$ cat src/hw/rtl/alu8_pkg.sv
`default_nettype none
package alu8_pkg;

	// Function codes of the ALU
	typedef enum logic [3:0] {
		OP_MOVA = 4'd0,
		OP_ADD  = 4'd1,
		OP_ADC  = 4'd2,
		OP_SUB  = 4'd3,
		OP_SBC  = 4'd4,
		OP_AND  = 4'd5,
		OP_NAND = 4'd6,
		OP_OR   = 4'd7,
		OP_NOR  = 4'd8,
		OP_XOR  = 4'd9,
		OP_NOTA = 4'd10,
		OP_ASL  = 4'd11,
		OP_ROL  = 4'd12,
		OP_ASR  = 4'd13,
		OP_ROR  = 4'd14,
		OP_NZVC = 4'd15
	} op_t;

	localparam int unsigned DataW = 8;
	localparam int unsigned SignBit = DataW - 1;

	// Decoded request, first stage to second
	typedef struct packed {
		logic             ok;
		op_t              op;
		logic [DataW-1:0] a;
		logic [DataW-1:0] y;
		logic             ci;
	} dec_t;

	// Raw result, second stage to third
	typedef struct packed {
		logic             ok;
		logic             nzvc;
		logic [DataW-1:0] res;
		logic             v;
		logic             c;
		logic             alt_n;
		logic             alt_z;
	} exe_t;

	// Finished result
	typedef struct packed {
		logic [DataW-1:0] result_byte;
		logic             flag_n;
		logic             flag_z;
		logic             flag_v;
		logic             flag_c;
		logic             result_valid;
	} rsp_t;

endpackage
`default_nettype wire

$ cat src/hw/rtl/alu8_req_if.sv
`default_nettype none
interface alu8_req_if;
	import alu8_pkg::*;

	logic             valid;
	logic             ready;
	logic [3:0]       cmd;
	logic [DataW-1:0] operand_a;
	logic             a_present;
	logic [DataW-1:0] operand_b;
	logic             b_present;
	logic             carry_in;
	logic             carry_in_present;

	modport source (
		output valid, cmd, operand_a, a_present, operand_b, b_present,
			carry_in, carry_in_present,
		input  ready
	);
	modport sink (
		input  valid, cmd, operand_a, a_present, operand_b, b_present,
			carry_in, carry_in_present,
		output ready
	);
endinterface
`default_nettype wire

$ cat src/hw/rtl/alu8_rsp_if.sv
`default_nettype none
interface alu8_rsp_if;
	import alu8_pkg::*;

	logic             valid;
	logic             ready;
	logic [DataW-1:0] result_byte;
	logic             flag_n;
	logic             flag_z;
	logic             flag_v;
	logic             flag_c;
	logic             result_valid;

	modport source (
		output valid, result_byte, flag_n, flag_z, flag_v, flag_c, result_valid,
		input  ready
	);
	modport sink (
		input  valid, result_byte, flag_n, flag_z, flag_v, flag_c, result_valid,
		output ready
	);
endinterface
`default_nettype wire

$ cat src/hw/rtl/eight_bit_alu_nzvc.sv
// Three-stage pipelined 8-bit ALU with N, Z, V and C flags.
// An accepted request passes through the decode, execute and flag registers.
// Throughput: one request per cycle while rsp.ready holds; each stage has its
// own valid bit and takes a new request whenever empty or its content moves on.
// Reset clears the stage valid bits only; the datapath registers are not reset.
`default_nettype none
module eight_bit_alu_nzvc (
	input  wire logic   clk,
	input  wire logic   arst_n,
	alu8_req_if.sink    req,
	alu8_rsp_if.source  rsp
);
	import alu8_pkg::*;

	logic vld_1;
	logic rdy_1;
	dec_t dec;
	logic vld_2;
	logic rdy_2;
	exe_t exe;
	rsp_t res;

	// Decode and operand check
	alu8_dec u_dec (
		.clk              (clk),
		.arst_n           (arst_n),
		.in_valid         (req.valid),
		.in_ready         (req.ready),
		.cmd              (req.cmd),
		.operand_a        (req.operand_a),
		.a_present        (req.a_present),
		.operand_b        (req.operand_b),
		.b_present        (req.b_present),
		.carry_in         (req.carry_in),
		.carry_in_present (req.carry_in_present),
		.out_valid        (vld_1),
		.out_ready        (rdy_1),
		.out_data         (dec)
	);

	// Arithmetic, logic and shifts
	alu8_exe u_exe (
		.clk       (clk),
		.arst_n    (arst_n),
		.in_valid  (vld_1),
		.in_ready  (rdy_1),
		.in_data   (dec),
		.out_valid (vld_2),
		.out_ready (rdy_2),
		.out_data  (exe)
	);

	// Flags and output register
	alu8_flg u_flg (
		.clk       (clk),
		.arst_n    (arst_n),
		.in_valid  (vld_2),
		.in_ready  (rdy_2),
		.in_data   (exe),
		.out_valid (rsp.valid),
		.out_ready (rsp.ready),
		.out_data  (res)
	);

	assign rsp.result_byte  = res.result_byte;
	assign rsp.flag_n       = res.flag_n;
	assign rsp.flag_z       = res.flag_z;
	assign rsp.flag_v       = res.flag_v;
	assign rsp.flag_c       = res.flag_c;
	assign rsp.result_valid = res.result_valid;
endmodule
`default_nettype wire

$ cat src/hw/rtl/alu8_dec.sv
`default_nettype none
module alu8_dec (
	input  wire logic                  clk,
	input  wire logic                  arst_n,
	input  wire logic                  in_valid,
	output logic                       in_ready,
	input  wire logic [3:0]            cmd,
	input  wire logic [alu8_pkg::DataW-1:0] operand_a,
	input  wire logic                  a_present,
	input  wire logic [alu8_pkg::DataW-1:0] operand_b,
	input  wire logic                  b_present,
	input  wire logic                  carry_in,
	input  wire logic                  carry_in_present,
	output logic                       out_valid,
	input  wire logic                  out_ready,
	output alu8_pkg::dec_t             out_data
);
	import alu8_pkg::*;

	op_t  op;
	logic unary;
	logic needs_c;
	dec_t dec;
	logic vld_s1;
	dec_t data_s1;

	assign op = op_t'(cmd);

	// Check operand presence and prepare the adder and shift inputs
	always_comb begin
		unary   = (op == OP_MOVA) || (op inside {[OP_NOTA:OP_NZVC]});
		needs_c = op inside {OP_ADC, OP_SBC, OP_ROL, OP_ROR};
		dec.ok  = a_present && (unary || b_present) && (!needs_c || carry_in_present);
		dec.op  = op;
		dec.a   = operand_a;
		dec.y   = (op inside {OP_SUB, OP_SBC}) ? ~operand_b : operand_b;
		case (op)
			OP_ADC, OP_SBC, OP_ROL, OP_ROR: dec.ci = carry_in;
			OP_SUB:                         dec.ci = 1'b1;
			OP_ASR:                         dec.ci = operand_a[SignBit];
			default:                        dec.ci = 1'b0;
		endcase
	end

	// Advance when the stage is empty or the next one takes its content
	assign in_ready = !vld_s1 || out_ready;

	always_ff @(posedge clk or negedge arst_n) begin
		if (!arst_n) begin
			vld_s1 <= 1'b0;
		end else if (in_ready) begin
			vld_s1 <= in_valid;
		end
	end

	always_ff @(posedge clk) begin
		if (in_valid && in_ready) begin
			data_s1 <= dec;
		end
	end

	assign out_valid = vld_s1;
	assign out_data  = data_s1;
endmodule
`default_nettype wire

$ cat src/hw/rtl/alu8_exe.sv
`default_nettype none
module alu8_exe (
	input  wire logic     clk,
	input  wire logic     arst_n,
	input  wire logic     in_valid,
	output logic          in_ready,
	input  alu8_pkg::dec_t in_data,
	output logic          out_valid,
	input  wire logic     out_ready,
	output alu8_pkg::exe_t out_data
);
	import alu8_pkg::*;

	logic [DataW:0] sum;
	exe_t           exe;
	logic           vld_s2;
	exe_t           data_s2;

	assign sum = {1'b0, in_data.a} + {1'b0, in_data.y} + {{DataW{1'b0}}, in_data.ci};

	// Compute the result byte with its carry and overflow
	always_comb begin
		exe.ok    = in_data.ok;
		exe.nzvc  = 1'b0;
		exe.res   = '0;
		exe.v     = 1'b0;
		exe.c     = 1'b0;
		exe.alt_n = in_data.a[3];
		exe.alt_z = in_data.a[2];
		case (in_data.op)
			OP_MOVA: exe.res = in_data.a;
			OP_ADD, OP_ADC, OP_SUB, OP_SBC: begin
				exe.res = sum[DataW-1:0];
				exe.c   = sum[DataW];
				exe.v   = ~(in_data.a[SignBit] ^ in_data.y[SignBit])
					& (in_data.a[SignBit] ^ sum[SignBit]);
			end
			OP_AND:  exe.res = in_data.a & in_data.y;
			OP_NAND: exe.res = ~(in_data.a & in_data.y);
			OP_OR:   exe.res = in_data.a | in_data.y;
			OP_NOR:  exe.res = ~(in_data.a | in_data.y);
			OP_XOR:  exe.res = in_data.a ^ in_data.y;
			OP_NOTA: exe.res = ~in_data.a;
			OP_ASL, OP_ROL: begin
				exe.res = {in_data.a[DataW-2:0], in_data.ci};
				exe.c   = in_data.a[SignBit];
				exe.v   = in_data.a[SignBit] ^ in_data.a[SignBit-1];
			end
			OP_ASR, OP_ROR: begin
				exe.res = {in_data.ci, in_data.a[DataW-1:1]};
				exe.c   = in_data.a[0];
			end
			default: begin
				exe.nzvc = 1'b1;
				exe.v    = in_data.a[1];
				exe.c    = in_data.a[0];
			end
		endcase
	end

	assign in_ready = !vld_s2 || out_ready;

	always_ff @(posedge clk or negedge arst_n) begin
		if (!arst_n) begin
			vld_s2 <= 1'b0;
		end else if (in_ready) begin
			vld_s2 <= in_valid;
		end
	end

	always_ff @(posedge clk) begin
		if (in_valid && in_ready) begin
			data_s2 <= exe;
		end
	end

	assign out_valid = vld_s2;
	assign out_data  = data_s2;
endmodule
`default_nettype wire

$ cat src/hw/rtl/alu8_flg.sv
`default_nettype none
module alu8_flg (
	input  wire logic     clk,
	input  wire logic     arst_n,
	input  wire logic     in_valid,
	output logic          in_ready,
	input  alu8_pkg::exe_t in_data,
	output logic          out_valid,
	input  wire logic     out_ready,
	output alu8_pkg::rsp_t out_data
);
	import alu8_pkg::*;

	rsp_t rsp;
	logic vld_s3;
	rsp_t data_s3;

	// Derive N and Z, zero everything when an operand was missing
	always_comb begin
		rsp = '0;
		if (in_data.ok) begin
			rsp.result_byte  = in_data.res;
			rsp.flag_v       = in_data.v;
			rsp.flag_c       = in_data.c;
			rsp.result_valid = 1'b1;
			if (in_data.nzvc) begin
				rsp.flag_n = in_data.alt_n;
				rsp.flag_z = in_data.alt_z;
			end else begin
				rsp.flag_n = in_data.res[SignBit];
				rsp.flag_z = (in_data.res == '0);
			end
		end
	end

	// Hold the result until the sink takes it
	assign in_ready = !vld_s3 || out_ready;

	always_ff @(posedge clk or negedge arst_n) begin
		if (!arst_n) begin
			vld_s3 <= 1'b0;
		end else if (in_ready) begin
			vld_s3 <= in_valid;
		end
	end

	always_ff @(posedge clk) begin
		if (in_valid && in_ready) begin
			data_s3 <= rsp;
		end
	end

	assign out_valid = vld_s3;
	assign out_data  = data_s3;
endmodule
`default_nettype wire

$ cat src/flat_wrapper.sv
// flat-port wrapper written by rule: the top's interface ports become plain ports
module eight_bit_alu_nzvc_flat import alu8_pkg::*;
  (clk, arst_n, req_valid, req_cmd, req_operand_a, req_a_present, req_operand_b, req_b_present, req_carry_in, req_carry_in_present, req_ready, rsp_valid, rsp_result_byte, rsp_flag_n, rsp_flag_z, rsp_flag_v, rsp_flag_c, rsp_result_valid, rsp_ready);
  alu8_req_if req_i ();
  alu8_rsp_if rsp_i ();
  input  wire logic clk;
  input  wire logic arst_n;
  input wire logic [$bits(req_i.valid)-1:0] req_valid;
  input wire logic [$bits(req_i.cmd)-1:0] req_cmd;
  input wire logic [$bits(req_i.operand_a)-1:0] req_operand_a;
  input wire logic [$bits(req_i.a_present)-1:0] req_a_present;
  input wire logic [$bits(req_i.operand_b)-1:0] req_operand_b;
  input wire logic [$bits(req_i.b_present)-1:0] req_b_present;
  input wire logic [$bits(req_i.carry_in)-1:0] req_carry_in;
  input wire logic [$bits(req_i.carry_in_present)-1:0] req_carry_in_present;
  output wire logic [$bits(req_i.ready)-1:0] req_ready;
  output wire logic [$bits(rsp_i.valid)-1:0] rsp_valid;
  output wire logic [$bits(rsp_i.result_byte)-1:0] rsp_result_byte;
  output wire logic [$bits(rsp_i.flag_n)-1:0] rsp_flag_n;
  output wire logic [$bits(rsp_i.flag_z)-1:0] rsp_flag_z;
  output wire logic [$bits(rsp_i.flag_v)-1:0] rsp_flag_v;
  output wire logic [$bits(rsp_i.flag_c)-1:0] rsp_flag_c;
  output wire logic [$bits(rsp_i.result_valid)-1:0] rsp_result_valid;
  input wire logic [$bits(rsp_i.ready)-1:0] rsp_ready;
  assign req_i.valid = req_valid;
  assign req_i.cmd = req_cmd;
  assign req_i.operand_a = req_operand_a;
  assign req_i.a_present = req_a_present;
  assign req_i.operand_b = req_operand_b;
  assign req_i.b_present = req_b_present;
  assign req_i.carry_in = req_carry_in;
  assign req_i.carry_in_present = req_carry_in_present;
  assign req_ready = req_i.ready;
  assign rsp_valid = rsp_i.valid;
  assign rsp_result_byte = rsp_i.result_byte;
  assign rsp_flag_n = rsp_i.flag_n;
  assign rsp_flag_z = rsp_i.flag_z;
  assign rsp_flag_v = rsp_i.flag_v;
  assign rsp_flag_c = rsp_i.flag_c;
  assign rsp_result_valid = rsp_i.result_valid;
  assign rsp_i.ready = rsp_ready;
  eight_bit_alu_nzvc u_core (.clk(clk), .arst_n(arst_n), .req(req_i), .rsp(rsp_i));
endmodule
$ cat config.mk
export PLATFORM = sky130hd
export DESIGN_NAME = eight_bit_alu_nzvc_flat
export DESIGN_NICKNAME = d
export VERILOG_FILES = /design/src/hw/rtl/alu8_pkg.sv /design/src/hw/rtl/alu8_req_if.sv /design/src/hw/rtl/alu8_rsp_if.sv /design/src/hw/rtl/eight_bit_alu_nzvc.sv /design/src/hw/rtl/alu8_dec.sv /design/src/hw/rtl/alu8_exe.sv /design/src/hw/rtl/alu8_flg.sv /design/src/flat_wrapper.sv
export SDC_FILE = /design/constraint.sdc
export NUM_CORES = 1
export LEC_CHECK = 0
export BUFFER_PORTS_ARGS = -buffer_cell sky130_fd_sc_hd__buf_2
export CAP_MARGIN = 20
export CORE_MARGIN = 2
export CORE_UTILIZATION = 35
export CTS_CLUSTER_SIZE = 12
export DETAILED_ROUTE_END_ITERATION = 10
export PLACE_DENSITY_LB_ADDON = 0.25
export SLEW_MARGIN = 10
export SYNTH_ARGS = -nofsm -noshare
export SYNTH_HDL_FRONTEND = slang
export SYNTH_SLANG_ARGS = --single-unit
$ cat constraint.sdc
create_clock -name clk -period 3 [get_ports clk]
set_input_delay 0.15 -clock clk [delete_from_list [all_inputs] [get_ports clk]]
set_output_delay 0.15 -clock clk [all_outputs]
set_load 0.02 [all_outputs]
# == Word-level counts from Yosys, hierarchy flattened ==
# Cells that the tools add are included.
# totals
ramBits,0
reg_bits,52
output_inout_bits,15
rom_bits,0
n_memories,0
latchBits,0
# op_classes
n_eq_ne,20
shifts,0
mul,0
muxes,8
bitwise,12
order_cmp,2
n_div,0
add_sub_neg,2
reduce_logical,28
# op_table
cell,count
$pmux W8 S10,1
$eq A4 B4 Y1 const B,10
$not A8 Y8,4
$eq A4 B3 Y1 const B,5
$eq A4 B2 Y1 const B,4
$reduce_or A15 Y1,1
$add A8 B8 Y9,1
$add A9 B1 Y9,1
$pmux W1 S3,3
$reduce_or A9 Y1,1
$and A8 B8 Y8,1
$logic_not A4 Y1,2
$logic_not A8 Y1,1
$mux W8,1
$or A8 B8 Y8,1
$reduce_or A4 Y1,2
$xor A8 B8 Y8,1
$reduce_or A7 Y1,1
$logic_and A1 B1 Y1,6
$logic_or A1 B1 Y1,6
$eq A4 B1 Y1 const B,1
$ge A4 B4 Y1 const B,1
$le A4 B4 Y1 const B,1
$logic_not A1 Y1,4
other kinds (8),12

# == Logic depth before layout (Yosys ltp) ==
# depth
word_depth,6
mapped_depth,8

# == By module ==
# A second synthesis with hierarchy kept.
# unflattened
cells_unflattened,321
area_unflattened_um2,3389.5
# by_module_without_submodules
mod,cells_per_inst,n_inst,area_per_inst_um2
alu8_exe,234,1,1909.3
alu8_dec,52,1,922.1
alu8_flg,35,1,558.0

# == Least setup slack after synthesis ==
# No wires, ideal clock.
# synth_timing
path_kind,reg-to-reg
from,"register u_core.u_dec.data_s1, in the netlist u_core.u_dec.out_data[0]"
to,"register u_core.u_exe.data_s2, in the netlist u_core.u_exe.out_data[10], data pin"
period_less_slack_ns,2.294
setup_slack_ns,0.706
arrival_ns,2.035
required_time_ns,2.741
stages_incl_launch_ff,9
cell_sequence,edfxtp_1 fa_1 inv_1 fa_1 nor2b_1 o31ai_1 a21oi_1 xnor2_1 a211o_1
# synth_rtl
item,line_no,rtl
start: declaration,alu8_dec.sv:25,dec_t data_s1;
start signal: assignment,alu8_dec.sv:58,data_s1 <= dec;
end signal: assignment,alu8_exe.sv:73,data_s2 <= exe;
end: declaration,alu8_exe.sv:17,exe_t data_s2;

==> flow_results.org <==
** Floorplan
- Pin placement for this block handled 43 I/O pins.
- The floorplan step defined a die boundary enclosing 0.01058 mm^2.
- The core region is 0.009639 mm^2.
- In this run the core area contains 36 standard-cell rows.
- The initial utilization of the core area, before any placement, comes to 35.48%.
- The die is 102.8 um tall.
- The floorplan step set the die width to 102.8 um.

** STA
- Worst-case clock skew :: 0.01192 ns
- Setup-violating endpoint count in the final report :: 0
- After layout, the minimum clock period comes to 2.560 ns.
- Headroom to the max-slew limit came out at 47.06%.
- The number of hold violations in the final report is 0.
- The final number of max-transition violations is 0.
- The final critical path takes up 85.34% of the cycle.
- At the pin with the least slew margin, the transition time is 0.7941 ns.
- Derived from the worst setup path, the maximum achievable clock frequency is 390.6 MHz.
- After routing, the total negative slack on setup checks comes to 0 ns.
- RSZ-0062 raised after global routing :: no
- Worst hold margin :: 0.007182 ns

** Power and ir drop
- Power density over the cells :: 503.9 mW/mm^2
- P_leak :: 0.001540 uW
- The design draws 1969 uW.
- Worst voltage drop across the vdd grid :: 0.0002116 V

** Yosys
- After synthesis, the largest family of logic cells by area is compound AO/OA/AOI/OAI gates.
- Area fraction in compound gates after synthesis :: 19.03%
- Mux share of post-synthesis cell area :: 2.049%
- The mapped netlist covers 0.003420 mm^2.
- The synthesized netlist devotes 17.45% of its cell area to simple gates.
- Number of warning messages in the yosys log :: 0
- The synthesized netlist contains 62 unique library cells.
- XOR/XNOR Fraction of Synth Area :: 3.586%
- Number of nets produced by synthesis :: 379
- Syn Inst Count :: 333
- Post-synthesis register bit count :: 52
- Adder-Cell Fraction of Synth Area :: 7.025%
- Of all flip-flops after synthesis, the portion carrying an async set or reset was 5.769%.
- Of the synthesized area, sequential elements account for 45.23%.
- In this run, synthesis inferred 49 flip-flops with an integrated enable.
- Among all flip-flop cells after synthesis, the most frequent one is sky130_fd_sc_hd__edfxtp_1.
- Mean cell area of the mapped netlist :: 10.27 um^2

** Clocking
- In this run the number of H-tree levels came out at 2.
- Clock Root Buffer :: sky130_fd_sc_hd__clkbuf_8
- Hold buffers post-CTS :: 1
- After clock tree synthesis, the repair step resized 0 gates.
- Source-to-sink clock delay at the later pin of the worst-skew pair :: 0.31 ns
- Clock tree synthesis inserted a total of 5 buffers.
- The clock passes through at most 2 buffers.
- Clock slew seen by the registers of the worst setup and hold paths :: 0.10 ns
- Clock tree from TritonCTS :: done
- The clock net in this run drives a total of 52 sinks.
- Total setup buffers inserted after CTS :: 0

** Worst setup path
- Counting stages on the worst path, the most repeated cell is sky130_fd_sc_hd__fa_1.
- Startpoint-to-endpoint class of the critical path :: reg -> reg
- Timing startpoint of the critical path :: u_core.u_dec.out_data[0]
- The worst register-to-register path ends at u_core.u_exe.out_data[10].
- Logic depth of the worst setup path including buffers :: 8
- WP data required :: 3.07 ns
- Startpoint of the lowest-slack register-to-register path :: u_core.u_dec.out_data[0]
- CP max-delay cell :: sky130_fd_sc_hd__edfxtp_1
- Among cell families on the critical path, the largest total delay comes from compound AO/OA/AOI/OAI gates.
- Maximum fanout along the worst path :: 5
- For this run, the slowest stage of the critical path takes 0.48 ns.
- Number of cells traversed by the worst register-to-register path :: 8
- Startpoint type of the worst setup path :: flop
- Buffer and inverter count on the worst path :: 1
- Reg2reg setup slack :: 0.44 ns
- The signal on the critical path passes through fa_1 > inv_1 > fa_1 > nor2b_1 > o31ai_1 > a21oi_1 > xnor2_1 > a211o_1.
- Endpoint of the worst setup timing path :: u_core.u_exe.out_data[10]
- The worst setup path is captured at a flop.
- Signal arrival time at the worst endpoint :: 2.63 ns

** GRT
- Entering global routing, the biggest net connects 48 pins.
- The first global-routing pass estimated 12.92 mm of wire.
- GRT Total Usage :: 16.01%
- Number of global-route vias before repair :: 2540
- The initial antenna violation count is 0.
- For this run the aggregate overflow at the end of global routing stands at 0.

** Placement
- # port buffers :: 42
- Once placement completed, the tool counted placed cells totaling 499.
- GPL Wtd Cong :: 0.8654
- After legalization and detailed placement, the total HPWL measured 6.015 mm.

** Min path
- The tightest min-delay check is of the in -> reg type.

** Run status
- Run status :: complete, no violations

** Finish
- Of the cells placed in the final design, the portion with a size suffix greater than 1 is 16.80%.
- Final cell utilization of the core :: 40.54%
- Number of cells in the finished layout apart from fillers :: 508
- Layout Area Growth over Synthesis :: 14.27%
- Diodes inserted :: 0
- The final layout contains 420 nets.
- After filler insertion, the fill cell instance count of the layout stands at 962.

** Drt
- Iteration-0 DRC Markers :: 269
- Final routed DRC violation total :: 0
- Wire length per cell :: 15.95 um
- The count of nets left with antenna violations once routing finished came out at 0.
- The routed design has 8.105 mm of wire.
- Pre-Repair DR Iteration Count :: 5
- For this block, the via count after detailed routing is 2759.
- Number of vias per cell :: 5.431

** Flow run
- Number of max-capacitance violations reported :: 0
## worst min path at each step
stage | from | end | slack, ns | cells past startpoint
after floorplan | arst_n | u_core.u_dec.out_valid | -0.15 | 0
after global placement | arst_n | u_core.u_dec.out_valid | -0.05 | 1
after detailed placement | arst_n | u_core.u_dec.out_valid | -0.05 | 1
after CTS | req_operand_a[3] | u_core.u_dec.out_data[12] | 0.004 | 1
after global routing | req_operand_a[3] | u_core.u_dec.out_data[12] | 0.004 | 1
final | req_operand_a[2] | u_core.u_dec.out_data[11] | 0.007 | 1
## power breakdown
group	total [uW]	internal [uW]	switching, uW	leakage (uW)
Combinational	450	183	268	0.000962
Sequential	950	893	57.6	0.000512
Clock	568	334	235	0.0000654
## state kept, by name, summed over array words and instances, names as in the netlist
register and flops:
u_core.u_flg.out_data 13, u_core.u_dec.out_data 22, u_core.u_exe.out_data 14, u_core.u_exe.out_valid 1, u_core.u_flg.out_valid 1, u_core.u_dec.out_valid 1
## cell type report
| class | instances | area [um^2] | share of cell area (%) |
|---|---|---|---|
| well taps | 133 | 166.4 | 4.259 |
| repair buffers | 52 | 287.8 | 7.365 |
| inverters | 25 | 93.84 | 2.402 |
| multi-input cells | 238 | 1680 | 43.00 |
| flip-flops and latches | 52 | 1546 | 39.58 |
| clock inverters | 2 | 60.06 | 1.537 |
| clock buffers | 6 | 72.57 | 1.857 |
## synth_stat cells, drive strengths merged, types with 5 or more instances
master / count / area, um^2
inv: 24 / 90.09
nand2: 25 / 93.84
a22oi: 9 / 67.56
xor2: 10 / 87.58
nor2: 14 / 55.06
o21ai: 18 / 101.4
clkbuf: 6 / 22.52
nand3: 7 / 35.03
a21oi: 10 / 61.31
mux2i: 7 / 70.07
o32ai: 5 / 43.79
edfxtp: 49 / 1471
nand2b: 8 / 50.05
o22ai: 14 / 87.58
nor3: 7 / 35.03
buf: 12 / 76.31
ha: 16 / 200.2
nor2b: 12 / 75.07
and2: 15 / 93.84
## cells in the final DEF, fill, tap and decap left out, types with 7 or more instances in the layout
cell,n
sky130_fd_sc_hd__a21oi_1,9
sky130_fd_sc_hd__edfxtp_1,49
sky130_fd_sc_hd__nor2b_1,12
sky130_fd_sc_hd__a22oi_1,9
sky130_fd_sc_hd__and2_1,15
sky130_fd_sc_hd__nor3_1,7
sky130_fd_sc_hd__nor2_1,13
sky130_fd_sc_hd__buf_4,9
sky130_fd_sc_hd__ha_1,16
sky130_fd_sc_hd__o21ai_0,17
sky130_fd_sc_hd__xor2_1,10
sky130_fd_sc_hd__nand2_1,25
sky130_fd_sc_hd__nand3_1,7
sky130_fd_sc_hd__nand2b_1,8
sky130_fd_sc_hd__inv_1,24
sky130_fd_sc_hd__o22ai_1,14
sky130_fd_sc_hd__mux2i_1,7
sky130_fd_sc_hd__buf_2,42
## per-layer routing
metal  global-route usage (%)  share of wire (%)  wire length, um
met1                    21.89                 45             3623
met2                    24.99                 44             3580
met3                    2.169                7.0              571
met4                    7.996                4.1              329
met5                        0                  0                0
## logic make-up after synthesis
family / Yosys count
simple gates: 109
xor+xnor: 14
fa+ha+maj: 18
mux: 7
buf+inv: 43
flops: 52
compound gates: 90
## per-stage QoR
stage                     setup slack (ns)  cell area (um^2)
after floorplan                     0.7058              3420
after global placement              0.5078              3765
after detailed placement            0.4896              3765
after CTS                           0.4644              3908
after global routing                0.3043              3908
final                               0.4397              3908
Power figures use the tool's default switching activity.
